--- src/kmm_pkg.sv ---
package kmm_pkg;

  typedef enum logic [3:0] {
    KIND_NOTE          = 4'd0,
    KIND_NOOP          = 4'd1,
    KIND_EXIT          = 4'd2,
    KIND_PANIC         = 4'd3,
    KIND_SHIFT_UP_OCT  = 4'd4,
    KIND_SHIFT_DN_OCT  = 4'd5,
    KIND_STAY_UP_OCT   = 4'd6,
    KIND_STAY_DN_OCT   = 4'd7,
    KIND_SHIFT_UP_NOTE = 4'd8,
    KIND_SHIFT_DN_NOTE = 4'd9,
    KIND_STAY_UP_NOTE  = 4'd10,
    KIND_STAY_DN_NOTE  = 4'd11
  } action_kind_e;

  typedef enum logic [1:0] {
    MSG_NOTE_ON     = 2'd0,
    MSG_NOTE_OFF    = 2'd1,
    MSG_PANIC_SWEEP = 2'd2,
    MSG_EXIT        = 2'd3
  } msg_kind_e;

  typedef enum logic {
    OP_KEY_EVENT = 1'b0,
    OP_MAP_WRITE = 1'b1
  } operation_e;

  localparam int unsigned CfgIdxW  = 1;
  localparam int unsigned CfgDataW = 7;

  localparam logic [CfgIdxW-1:0] CFG_MIDI_CHANNEL  = 1'b0;
  localparam logic [CfgIdxW-1:0] CFG_NOTE_VELOCITY = 1'b1;

  localparam logic [7:0]        STATUS_ON      = 8'h90;
  localparam logic [7:0]        STATUS_OFF     = 8'h80;
  localparam logic signed [4:0] OCTAVE_STEP    = 5'sd12;
  localparam logic signed [4:0] NOTE_STEP      = 5'sd1;
  localparam logic [6:0]        NOTE_MAX       = 7'd127;
  localparam logic [6:0]        SWEEP_TOP      = 7'd126;
  localparam logic [6:0]        VELOCITY_RESET = 7'd64;
  localparam logic [6:0]        EXIT_KEY       = 7'd1;

  typedef struct packed {
    logic [3:0] kind;
    logic [6:0] note;
  } map_entry_t;

  localparam map_entry_t ENTRY_NOOP = '{kind: KIND_NOOP, note: 7'd0};
  localparam map_entry_t ENTRY_EXIT = '{kind: KIND_EXIT, note: 7'd0};

  typedef struct packed {
    logic       en;
    logic [6:0] key_code;
  } map_rd_t;

  typedef struct packed {
    logic       en;
    logic [6:0] key_code;
    map_entry_t entry;
  } map_wr_t;

  typedef struct packed {
    logic       operation;
    logic [6:0] key_code;
    logic       key_down;
    logic [3:0] action_kind;
    logic [6:0] map_note;
  } key_item_t;

  typedef struct packed {
    msg_kind_e  message_kind;
    logic [7:0] status_byte;
    logic [6:0] pitch;
    logic [6:0] velocity_out;
  } msg_t;

endpackage

--- src/kmm_ifs.sv ---
interface kmm_key_if;
  logic       valid;
  logic       ready;
  logic       operation;
  logic [6:0] key_code;
  logic       key_down;
  logic [3:0] action_kind;
  logic [6:0] map_note;

  modport source (
    output valid, operation, key_code, key_down, action_kind, map_note,
    input  ready
  );
  modport sink (
    input  valid, operation, key_code, key_down, action_kind, map_note,
    output ready
  );
endinterface

interface kmm_msg_if;
  logic       valid;
  logic       ready;
  logic [1:0] message_kind;
  logic [7:0] status_byte;
  logic [6:0] pitch;
  logic [6:0] velocity_out;

  modport source (
    output valid, message_kind, status_byte, pitch, velocity_out,
    input  ready
  );
  modport sink (
    input  valid, message_kind, status_byte, pitch, velocity_out,
    output ready
  );
endinterface

--- src/key_event_to_midi_note_mapper_top.sv ---
// Path: an accepted item is registered with its key map read, and its result is then held in the output register.
// Throughput: one item per cycle, set by the single registered pass through the
// key map read and the event logic; the input stalls only while the result register
// is held and the event stage also carries a result.
// Reset: key map reads as noop with key 1 as exit, no keys held, transposition
// zero, not halted, channel 0, velocity 64; no clearing pass is needed.
module key_event_to_midi_note_mapper_top
  import kmm_pkg::*;
#(
  parameter int unsigned KEY_COUNT = 128
) (
  input  logic                clk_i,
  input  logic                rst_ni,
  kmm_key_if.sink             key_i,
  kmm_msg_if.source           msg_o,
  input  logic                cfg_we_i,
  input  logic [CfgIdxW-1:0]  cfg_idx_i,
  input  logic [CfgDataW-1:0] cfg_data_i
);

  logic       s1_vld_q;
  key_item_t  s1_item_q;
  logic       out_vld_q;
  msg_t       out_msg_q;
  logic [3:0] midi_channel_q;
  logic [6:0] note_velocity_q;
  logic       accept;
  logic       s1_adv;
  logic       s1_has_res;
  msg_t       s1_msg;
  map_entry_t s1_entry;
  map_rd_t    map_rd;
  map_wr_t    map_wr;

  assign s1_adv      = !s1_vld_q || !s1_has_res || !out_vld_q || msg_o.ready;
  assign key_i.ready = s1_adv;
  assign accept      = key_i.valid && s1_adv;

  assign map_rd.en       = accept;
  assign map_rd.key_code = key_i.key_code;

  kmm_key_map #(.KEY_COUNT(KEY_COUNT)) u_key_map (
    .clk_i   (clk_i),
    .rst_ni  (rst_ni),
    .rd_i    (map_rd),
    .wr_i    (map_wr),
    .entry_o (s1_entry)
  );

  kmm_event_unit #(.KEY_COUNT(KEY_COUNT)) u_event_unit (
    .clk_i           (clk_i),
    .rst_ni          (rst_ni),
    .item_vld_i      (s1_vld_q),
    .commit_i        (s1_vld_q && s1_adv),
    .item_i          (s1_item_q),
    .entry_i         (s1_entry),
    .midi_channel_i  (midi_channel_q),
    .note_velocity_i (note_velocity_q),
    .map_wr_o        (map_wr),
    .has_result_o    (s1_has_res),
    .msg_o           (s1_msg)
  );

  always_ff @(posedge clk_i) begin
    if (accept) begin
      s1_item_q <= '{operation: key_i.operation, key_code: key_i.key_code,
                     key_down: key_i.key_down, action_kind: key_i.action_kind,
                     map_note: key_i.map_note};
    end
    if (s1_vld_q && s1_has_res && s1_adv) begin
      out_msg_q <= s1_msg;
    end
  end

  always_ff @(posedge clk_i or negedge rst_ni) begin
    if (!rst_ni) begin
      s1_vld_q        <= 1'b0;
      out_vld_q       <= 1'b0;
      midi_channel_q  <= 4'd0;
      note_velocity_q <= VELOCITY_RESET;
    end else begin
      if (s1_adv) begin
        s1_vld_q <= accept;
      end
      if (s1_vld_q && s1_has_res && s1_adv) begin
        out_vld_q <= 1'b1;
      end else if (msg_o.ready) begin
        out_vld_q <= 1'b0;
      end
      if (cfg_we_i) begin
        case (cfg_idx_i)
          CFG_MIDI_CHANNEL:  midi_channel_q  <= cfg_data_i[3:0];
          CFG_NOTE_VELOCITY: note_velocity_q <= cfg_data_i[6:0];
          default: ;
        endcase
      end
    end
  end

  assign msg_o.valid        = out_vld_q;
  assign msg_o.message_kind = out_msg_q.message_kind;
  assign msg_o.status_byte  = out_msg_q.status_byte;
  assign msg_o.pitch        = out_msg_q.pitch;
  assign msg_o.velocity_out = out_msg_q.velocity_out;

endmodule

--- src/kmm_key_map.sv ---
module kmm_key_map
  import kmm_pkg::*;
#(
  parameter int unsigned KEY_COUNT = 128
) (
  input  logic       clk_i,
  input  logic       rst_ni,
  input  map_rd_t    rd_i,
  input  map_wr_t    wr_i,
  output map_entry_t entry_o
);

  localparam int unsigned IdxW = $clog2(KEY_COUNT);

  map_entry_t           mem_q [KEY_COUNT];
  logic [KEY_COUNT-1:0] vld_q;
  map_entry_t           rd_q;
  map_entry_t           fwd_entry_q;
  logic                 fwd_q;
  logic [6:0]           rd_code_q;
  logic [IdxW-1:0]      wr_idx;
  logic [IdxW-1:0]      rd_idx;
  logic [IdxW-1:0]      rd_idx_q;

  assign wr_idx   = IdxW'(wr_i.key_code);
  assign rd_idx   = IdxW'(rd_i.key_code);
  assign rd_idx_q = IdxW'(rd_code_q);

  always_ff @(posedge clk_i) begin
    if (wr_i.en) begin
      mem_q[wr_idx] <= wr_i.entry;
    end
    if (rd_i.en) begin
      rd_q        <= mem_q[rd_idx];
      fwd_entry_q <= wr_i.entry;
      rd_code_q   <= rd_i.key_code;
    end
  end

  always_ff @(posedge clk_i or negedge rst_ni) begin
    if (!rst_ni) begin
      vld_q <= '0;
      fwd_q <= 1'b0;
    end else begin
      if (wr_i.en) begin
        vld_q[wr_idx] <= 1'b1;
      end
      if (rd_i.en) begin
        fwd_q <= wr_i.en && (wr_i.key_code == rd_i.key_code);
      end
    end
  end

  // A write that commits on the read edge is forwarded; unwritten entries
  // read as their reset contents.
  always_comb begin
    if (fwd_q) begin
      entry_o = fwd_entry_q;
    end else if (vld_q[rd_idx_q]) begin
      entry_o = rd_q;
    end else if (rd_code_q == EXIT_KEY) begin
      entry_o = ENTRY_EXIT;
    end else begin
      entry_o = ENTRY_NOOP;
    end
  end

endmodule

--- src/kmm_event_unit.sv ---
module kmm_event_unit
  import kmm_pkg::*;
#(
  parameter int unsigned KEY_COUNT = 128
) (
  input  logic       clk_i,
  input  logic       rst_ni,
  input  logic       item_vld_i,
  input  logic       commit_i,
  input  key_item_t  item_i,
  input  map_entry_t entry_i,
  input  logic [3:0] midi_channel_i,
  input  logic [6:0] note_velocity_i,
  output map_wr_t    map_wr_o,
  output logic       has_result_o,
  output msg_t       msg_o
);

  localparam int unsigned IdxW = $clog2(KEY_COUNT);

  logic [KEY_COUNT-1:0] held_q;
  logic signed [7:0]    transpose_q;
  logic signed [7:0]    transpose_d;
  logic                 halted_q;
  logic                 halted_d;
  logic                 act;
  logic                 code_ok;
  logic                 is_press;
  logic                 is_release;
  logic                 held;
  logic signed [4:0]    delta;
  logic signed [8:0]    tsum;
  logic signed [8:0]    psum;
  logic [6:0]           pitch;
  logic [IdxW-1:0]      idx;
  logic [3:0]           status_ch;

  assign idx        = IdxW'(item_i.key_code);
  assign code_ok    = 32'(item_i.key_code) < KEY_COUNT;
  assign act        = item_vld_i && !halted_q && code_ok;
  assign held       = held_q[idx];
  assign is_press   = act && (item_i.operation == OP_KEY_EVENT) && item_i.key_down && !held;
  assign is_release = act && (item_i.operation == OP_KEY_EVENT) && !item_i.key_down;
  assign status_ch  = midi_channel_i;

  assign map_wr_o.en       = commit_i && act && (item_i.operation == OP_MAP_WRITE);
  assign map_wr_o.key_code = item_i.key_code;
  assign map_wr_o.entry    = '{kind: item_i.action_kind, note: item_i.map_note};

  assign psum = $signed({2'b00, entry_i.note}) + $signed({transpose_q[7], transpose_q});

  always_comb begin
    if (psum[8]) begin
      pitch = 7'd0;
    end else if (psum[7]) begin
      pitch = NOTE_MAX;
    end else begin
      pitch = psum[6:0];
    end
  end

  always_comb begin
    delta        = 5'sd0;
    halted_d     = halted_q;
    has_result_o = 1'b0;
    msg_o        = '{message_kind: MSG_NOTE_ON, status_byte: 8'd0, pitch: 7'd0,
                     velocity_out: 7'd0};
    if (is_press) begin
      case (entry_i.kind)
        KIND_NOTE: begin
          has_result_o = 1'b1;
          msg_o = '{message_kind: MSG_NOTE_ON, status_byte: STATUS_ON | {4'd0, status_ch},
                    pitch: pitch, velocity_out: note_velocity_i};
        end
        KIND_EXIT: begin
          has_result_o = 1'b1;
          halted_d     = 1'b1;
          msg_o.message_kind = MSG_EXIT;
        end
        KIND_PANIC: begin
          has_result_o = 1'b1;
          msg_o = '{message_kind: MSG_PANIC_SWEEP,
                    status_byte: STATUS_OFF | {4'd0, status_ch},
                    pitch: SWEEP_TOP, velocity_out: 7'd0};
        end
        KIND_SHIFT_UP_OCT, KIND_STAY_UP_OCT:   delta = OCTAVE_STEP;
        KIND_SHIFT_DN_OCT, KIND_STAY_DN_OCT:   delta = -OCTAVE_STEP;
        KIND_SHIFT_UP_NOTE, KIND_STAY_UP_NOTE: delta = NOTE_STEP;
        KIND_SHIFT_DN_NOTE, KIND_STAY_DN_NOTE: delta = -NOTE_STEP;
        default: delta = 5'sd0;
      endcase
    end else if (is_release) begin
      case (entry_i.kind)
        KIND_NOTE: begin
          has_result_o = 1'b1;
          msg_o = '{message_kind: MSG_NOTE_OFF, status_byte: STATUS_OFF | {4'd0, status_ch},
                    pitch: pitch, velocity_out: 7'd0};
        end
        KIND_SHIFT_UP_OCT:  delta = -OCTAVE_STEP;
        KIND_SHIFT_DN_OCT:  delta = OCTAVE_STEP;
        KIND_SHIFT_UP_NOTE: delta = -NOTE_STEP;
        KIND_SHIFT_DN_NOTE: delta = NOTE_STEP;
        default: delta = 5'sd0;
      endcase
    end
  end

  assign tsum = $signed({transpose_q[7], transpose_q}) + $signed({{4{delta[4]}}, delta});

  always_comb begin
    if (tsum[8] != tsum[7]) begin
      transpose_d = tsum[8] ? -8'sd128 : 8'sd127;
    end else begin
      transpose_d = tsum[7:0];
    end
  end

  always_ff @(posedge clk_i or negedge rst_ni) begin
    if (!rst_ni) begin
      held_q      <= '0;
      transpose_q <= 8'sd0;
      halted_q    <= 1'b0;
    end else if (commit_i) begin
      transpose_q <= transpose_d;
      halted_q    <= halted_d;
      if (is_press) begin
        held_q[idx] <= 1'b1;
      end else if (is_release) begin
        held_q[idx] <= 1'b0;
      end
    end
  end

endmodule

--- src/flat_wrapper.sv ---
// flat-port wrapper written by rule: the top's interface ports become plain ports
module key_event_to_midi_note_mapper_top_flat import kmm_pkg::*;
#(
  parameter int unsigned KEY_COUNT = 128
)
  (clk_i, rst_ni, cfg_we_i, cfg_idx_i, cfg_data_i, key_i_valid, key_i_operation, key_i_key_code, key_i_key_down, key_i_action_kind, key_i_map_note, key_i_ready, msg_o_valid, msg_o_message_kind, msg_o_status_byte, msg_o_pitch, msg_o_velocity_out, msg_o_ready);
  kmm_key_if key_i_i ();
  kmm_msg_if msg_o_i ();
  input  logic clk_i;
  input  logic rst_ni;
  input  logic cfg_we_i;
  input  logic [CfgIdxW-1:0] cfg_idx_i;
  input  logic [CfgDataW-1:0] cfg_data_i;
  input wire logic [$bits(key_i_i.valid)-1:0] key_i_valid;
  input wire logic [$bits(key_i_i.operation)-1:0] key_i_operation;
  input wire logic [$bits(key_i_i.key_code)-1:0] key_i_key_code;
  input wire logic [$bits(key_i_i.key_down)-1:0] key_i_key_down;
  input wire logic [$bits(key_i_i.action_kind)-1:0] key_i_action_kind;
  input wire logic [$bits(key_i_i.map_note)-1:0] key_i_map_note;
  output wire logic [$bits(key_i_i.ready)-1:0] key_i_ready;
  output wire logic [$bits(msg_o_i.valid)-1:0] msg_o_valid;
  output wire logic [$bits(msg_o_i.message_kind)-1:0] msg_o_message_kind;
  output wire logic [$bits(msg_o_i.status_byte)-1:0] msg_o_status_byte;
  output wire logic [$bits(msg_o_i.pitch)-1:0] msg_o_pitch;
  output wire logic [$bits(msg_o_i.velocity_out)-1:0] msg_o_velocity_out;
  input wire logic [$bits(msg_o_i.ready)-1:0] msg_o_ready;
  assign key_i_i.valid = key_i_valid;
  assign key_i_i.operation = key_i_operation;
  assign key_i_i.key_code = key_i_key_code;
  assign key_i_i.key_down = key_i_key_down;
  assign key_i_i.action_kind = key_i_action_kind;
  assign key_i_i.map_note = key_i_map_note;
  assign key_i_ready = key_i_i.ready;
  assign msg_o_valid = msg_o_i.valid;
  assign msg_o_message_kind = msg_o_i.message_kind;
  assign msg_o_status_byte = msg_o_i.status_byte;
  assign msg_o_pitch = msg_o_i.pitch;
  assign msg_o_velocity_out = msg_o_i.velocity_out;
  assign msg_o_i.ready = msg_o_ready;
  key_event_to_midi_note_mapper_top #(.KEY_COUNT(KEY_COUNT)) u_core (.clk_i(clk_i), .rst_ni(rst_ni), .key_i(key_i_i), .msg_o(msg_o_i), .cfg_we_i(cfg_we_i), .cfg_idx_i(cfg_idx_i), .cfg_data_i(cfg_data_i));
endmodule
--- config.mk ---
export PLATFORM = sky130hd
export DESIGN_NAME = key_event_to_midi_note_mapper_top_flat
export DESIGN_NICKNAME = d
export VERILOG_FILES = /design/src/kmm_pkg.sv /design/src/kmm_ifs.sv /design/src/key_event_to_midi_note_mapper_top.sv /design/src/kmm_key_map.sv /design/src/kmm_event_unit.sv /design/src/flat_wrapper.sv
export SDC_FILE = /design/constraint.sdc
export NUM_CORES = 2
export LEC_CHECK = 0
export BUFFER_PORTS_ARGS = -buffer_cell sky130_fd_sc_hd__buf_2
export CAP_MARGIN = 20
export CORE_ASPECT_RATIO = 0.8
export CORE_MARGIN = 1.5
export CORE_UTILIZATION = 34
export DETAILED_ROUTE_END_ITERATION = 10
export MAX_ROUTING_LAYER = met4
export PLACE_DENSITY_LB_ADDON = 0.08
export SETUP_SLACK_MARGIN = 0.2
export SKIP_LAST_GASP = 1
export SYNTH_ARGS = -nofsm -noshare
export SYNTH_HDL_FRONTEND = slang
export SYNTH_SLANG_ARGS = --single-unit
--- constraint.sdc ---
create_clock -name clk_i -period 15.9 [get_ports clk_i]
set_input_delay 0.795 -clock clk_i [delete_from_list [all_inputs] [get_ports clk_i]]
set_output_delay 0.795 -clock clk_i [all_outputs]
set_load 0.05 [all_outputs]
==> results_dict.tcl <==
set metrics [dict create \
    status "finished clean" \
    fin_ws_ps 9160 \
    wl_per_cell_um 32.0 \
    synth_edf_count 1472 \
    ir_worst_vdd_mv 0.0938 \
    grt_pass1_wl_mm 302 \
    postCtsSetupBuffers 0 \
    synth.most_common_cell "edfxtp_1" \
    grtUsageTotal_pct 21.0 \
    num_vias 36500 \
    crit_chain "buf_4 > nor2b_1 > a221oi_1 > nor2_1 > o21ai_0 > o211ai_1 > or3_4 > a311oi_4 > mux2i_1 > or2_2 > inv_1 > ha_1 > a21o_1 > a21oi_1 > o21bai_1 > a21oi_1 > o21ba_2 > o21bai_1 > and3b_1 > o21ai_1 > o31ai_1 > mux2_1" \
    cts_tree "yes" \
    max_cap_viol_count 0 \
    post-route-drc-count 0 \
    hold_path_class "in -> async" \
    setup_viol 0 \
    start_kind "flop" \
    cp_max_fo 57 \
    grt_antenna_before_repair 22 \
    rows 149 \
    first_global_vias 37400 \
    area_growth_pct 13.9 \
    synth_top_area_share_pct 62.7 \
    clock_path_buffers 3 \
    slowest_stage "buf_4" \
    combPwrFrac_pct 6.2 \
    core_area_um2 206000 \
    critPathCaptureType "flop" \
    antenna_left 0 \
    root_buffer "clkbuf_16" \
    vias_per_cell 5.49 \
    die_w_um 512 \
    fin_worst_skew_ps 39.1 \
    final_nets 3825 \
    die_y_um 410 \
    routed_wirelength_mm 213 \
    synthArstFlopShare_pct 15.9 \
    path_class "reg -> reg" \
    grt_max_degree 130 \
    synth-main-ff-cell "edfxtp_1" \
    place_ws_ps 9280 \
    seq_power_share_pct 51.3 \
    p_clk_share_pct 42.5 \
    cts_resized 0 \
    cts_buffers 181 \
    clock_latency_ps 820 \
    fillers 18600 \
    ios 59 \
    dr.pass1.iters 5 \
    htree_levels 4 \
    drtIter0Drc 3870 \
    power.density_nw_per_um2 123 \
    p_sw_share_pct 22.9 \
    p_total_uw 9890 \
    dp_hpwl_mm 125 \
    crit_arrival_ps 7440 \
    multi_input_area_um2 18400 \
    synth_cells 3651 \
    internal_power_uw 7620 \
    cp_data_required_time_ps 16600 \
    portBuffers 56 \
    rsz0062_at_grt "false" \
    hold_violations 0 \
    floorplan.die_area_um2 210000 \
    synth.cell_area_um2 70500 \
    syn_area_per_cell_um2 19.3 \
    fmax_ghz 0.148 \
    worst_pin_slew_ps 1190 \
    power.switching_uw 2270 \
    clock_sinks 1751 \
    holdBufCountCts 0 \
    ys_seq_area_share_pct 72.6 \
    cp_slowest_stage_delay_ps 720 \
    globalplace.congestion 0.869 \
    ys_seq_elements 1751 \
    relSlewSlack_pct 20.9 \
    yosys.area.top_type "edfxtp_1" \
    drive_gt1_share_pct 30.8 \
    yosys_warnings 0 \
    clkSlewWorstSetupHoldPaths_ps 70 \
    netlist-cell-type-count 79 \
    regArea_um2 51200 \
    setup_tns_ps 0 \
    fin_crit_ps 6740 \
    synthTopCellsByCount "edfxtp_1 (1472), mux4_2 (481), dfrtp_1 (278)" \
    grt-ovfl-total 0 \
    synth.area.top_cells "edfxtp_1 (63%), mux4_2 (15%), dfrtp_1 (9.9%)" \
    initial_core_util_pct 34.2 \
    fin_crit_sh_pct 42.4 \
    maxSlewViolCount 0 \
    power.leakage_uw 0.0265 \
]
==> routing by layer <==
layer	global-route usage [%]	vias up	wire [um]
met2	30.1	1115	94500
met3	3.34	247	11800
li1	-	15200	-
met5	-	-	0
met4	3.98	0	3690
met1	31.5	19900	103000
==> stage by stage <==
stage	hold slack, ps	cells	utilization [%]	area (um^2)
final	20.4	6648	39.0	80300
after CTS	3.07	6639	39.0	80300
after global placement	451	6301	36.1	74400
after floorplan	431	3652	-	70500
after global routing	32.4	6643	39.0	80300
after detailed placement	450	6307	36.2	74500
==> registers in the layout, indices dropped and copies added, names as in the netlist, 4 cells and up, named ones only <==
name                             cells
u_core.u_key_map.mem_q            1408
u_core.note_velocity_q               7
u_core.midi_channel_q                4
u_core.s1_item_q                    13
u_core.u_key_map.rd_code_q           7
u_core.msg_o.pitch                   7
u_core.u_event_unit.transpose_q      8
u_core.u_key_map.fwd_entry_q        11
u_core.u_key_map.vld_q             128
u_core.msg_o.velocity_out            7
u_core.u_key_map.rd_q               11
u_core.msg_o.status_byte             6
==> worst max-delay path, delay by kind of cell (launching register included) <==
family                     cells  cell delay, ps
muxes                          2             460
and+or+nand+nor                5            1720
AOI/OAI and AO/OA             12            3040
adders and majority gates      1             220
buffers and inverters          2             790
DFF                            1             350
==> cell usage in the layout, fill, tap and decap left out, drive strengths merged, types with 78 or more instances in the layout <==
cell type	n
edfxtp	1472
or2	134
clkbuf	228
dfrtp	278
clkinv	78
buf	189
nand3	131
nor2	175
mux4	481
o21ai	167
o31ai	137
==> power by group through the flow <==
stage | combinational [uW] | sequential [uW] | clock [uW]
2_1_floorplan | 342 | 5190 | 0
3_3_place_gp | 617 | 5170 | 0
3_5_place_dp | 618 | 5170 | 0
4_1_cts | 619 | 5080 | 4320
5_1_grt | 651 | 5080 | 4490
6_report | 609 | 5080 | 4210
==> cells by family (layout without fill, tap and decap cells) <==
logic type,after synthesis,after routing,synth area share [%]
DFF,1751,1751,72.6
and+or+nand+nor,594,594,4.26
muxes,564,564,16.6
AOI/OAI and AO/OA,440,440,4.32
buffers and inverters,267,539,1.66
adders and majority gates,17,17,0.323
xor gates and xnor gates,17,17,0.211
other,1,8,0.00532
==> final cells by class <==
type,instances,share of cell area (%)
diodes,6,0.0187
clock buffers,228,5.95
clock inverters,104,1.23
inverters,18,0.0841
multi-input cells,1634,22.9
flip-flops and latches,1751,63.7
well taps,2718,4.23
repair buffers,189,1.82
==> worst paths after layout <==
check                                                        start  slack [ps]  cells past startpoint                                             end
setup / recovery           u_core.u_key_map.rd_code_q[0]$_DFFE_PP_        9160                     22  u_core.u_event_unit.transpose_q[5]$_DFFE_PN0N_
max in group asynchronous                                   rst_ni       14370                      2          u_core.u_key_map.vld_q[78]$_DFFE_PN0P_
hold / removal                                              rst_ni          20                      1                      asynchronous set/reset pin
hold reg to reg             u_core.u_key_map.vld_q[42]$_DFFE_PN0P_         460                      1          u_core.u_key_map.vld_q[42]$_DFFE_PN0P_
min in group clk_i                                 key_i_operation         150                      1                  u_core.s1_item_q[19]$_DFFE_PP_
setup reg to reg           u_core.u_key_map.rd_code_q[0]$_DFFE_PP_        9160                     22  u_core.u_event_unit.transpose_q[5]$_DFFE_PN0N_
(Power assumes the default switching activity.)
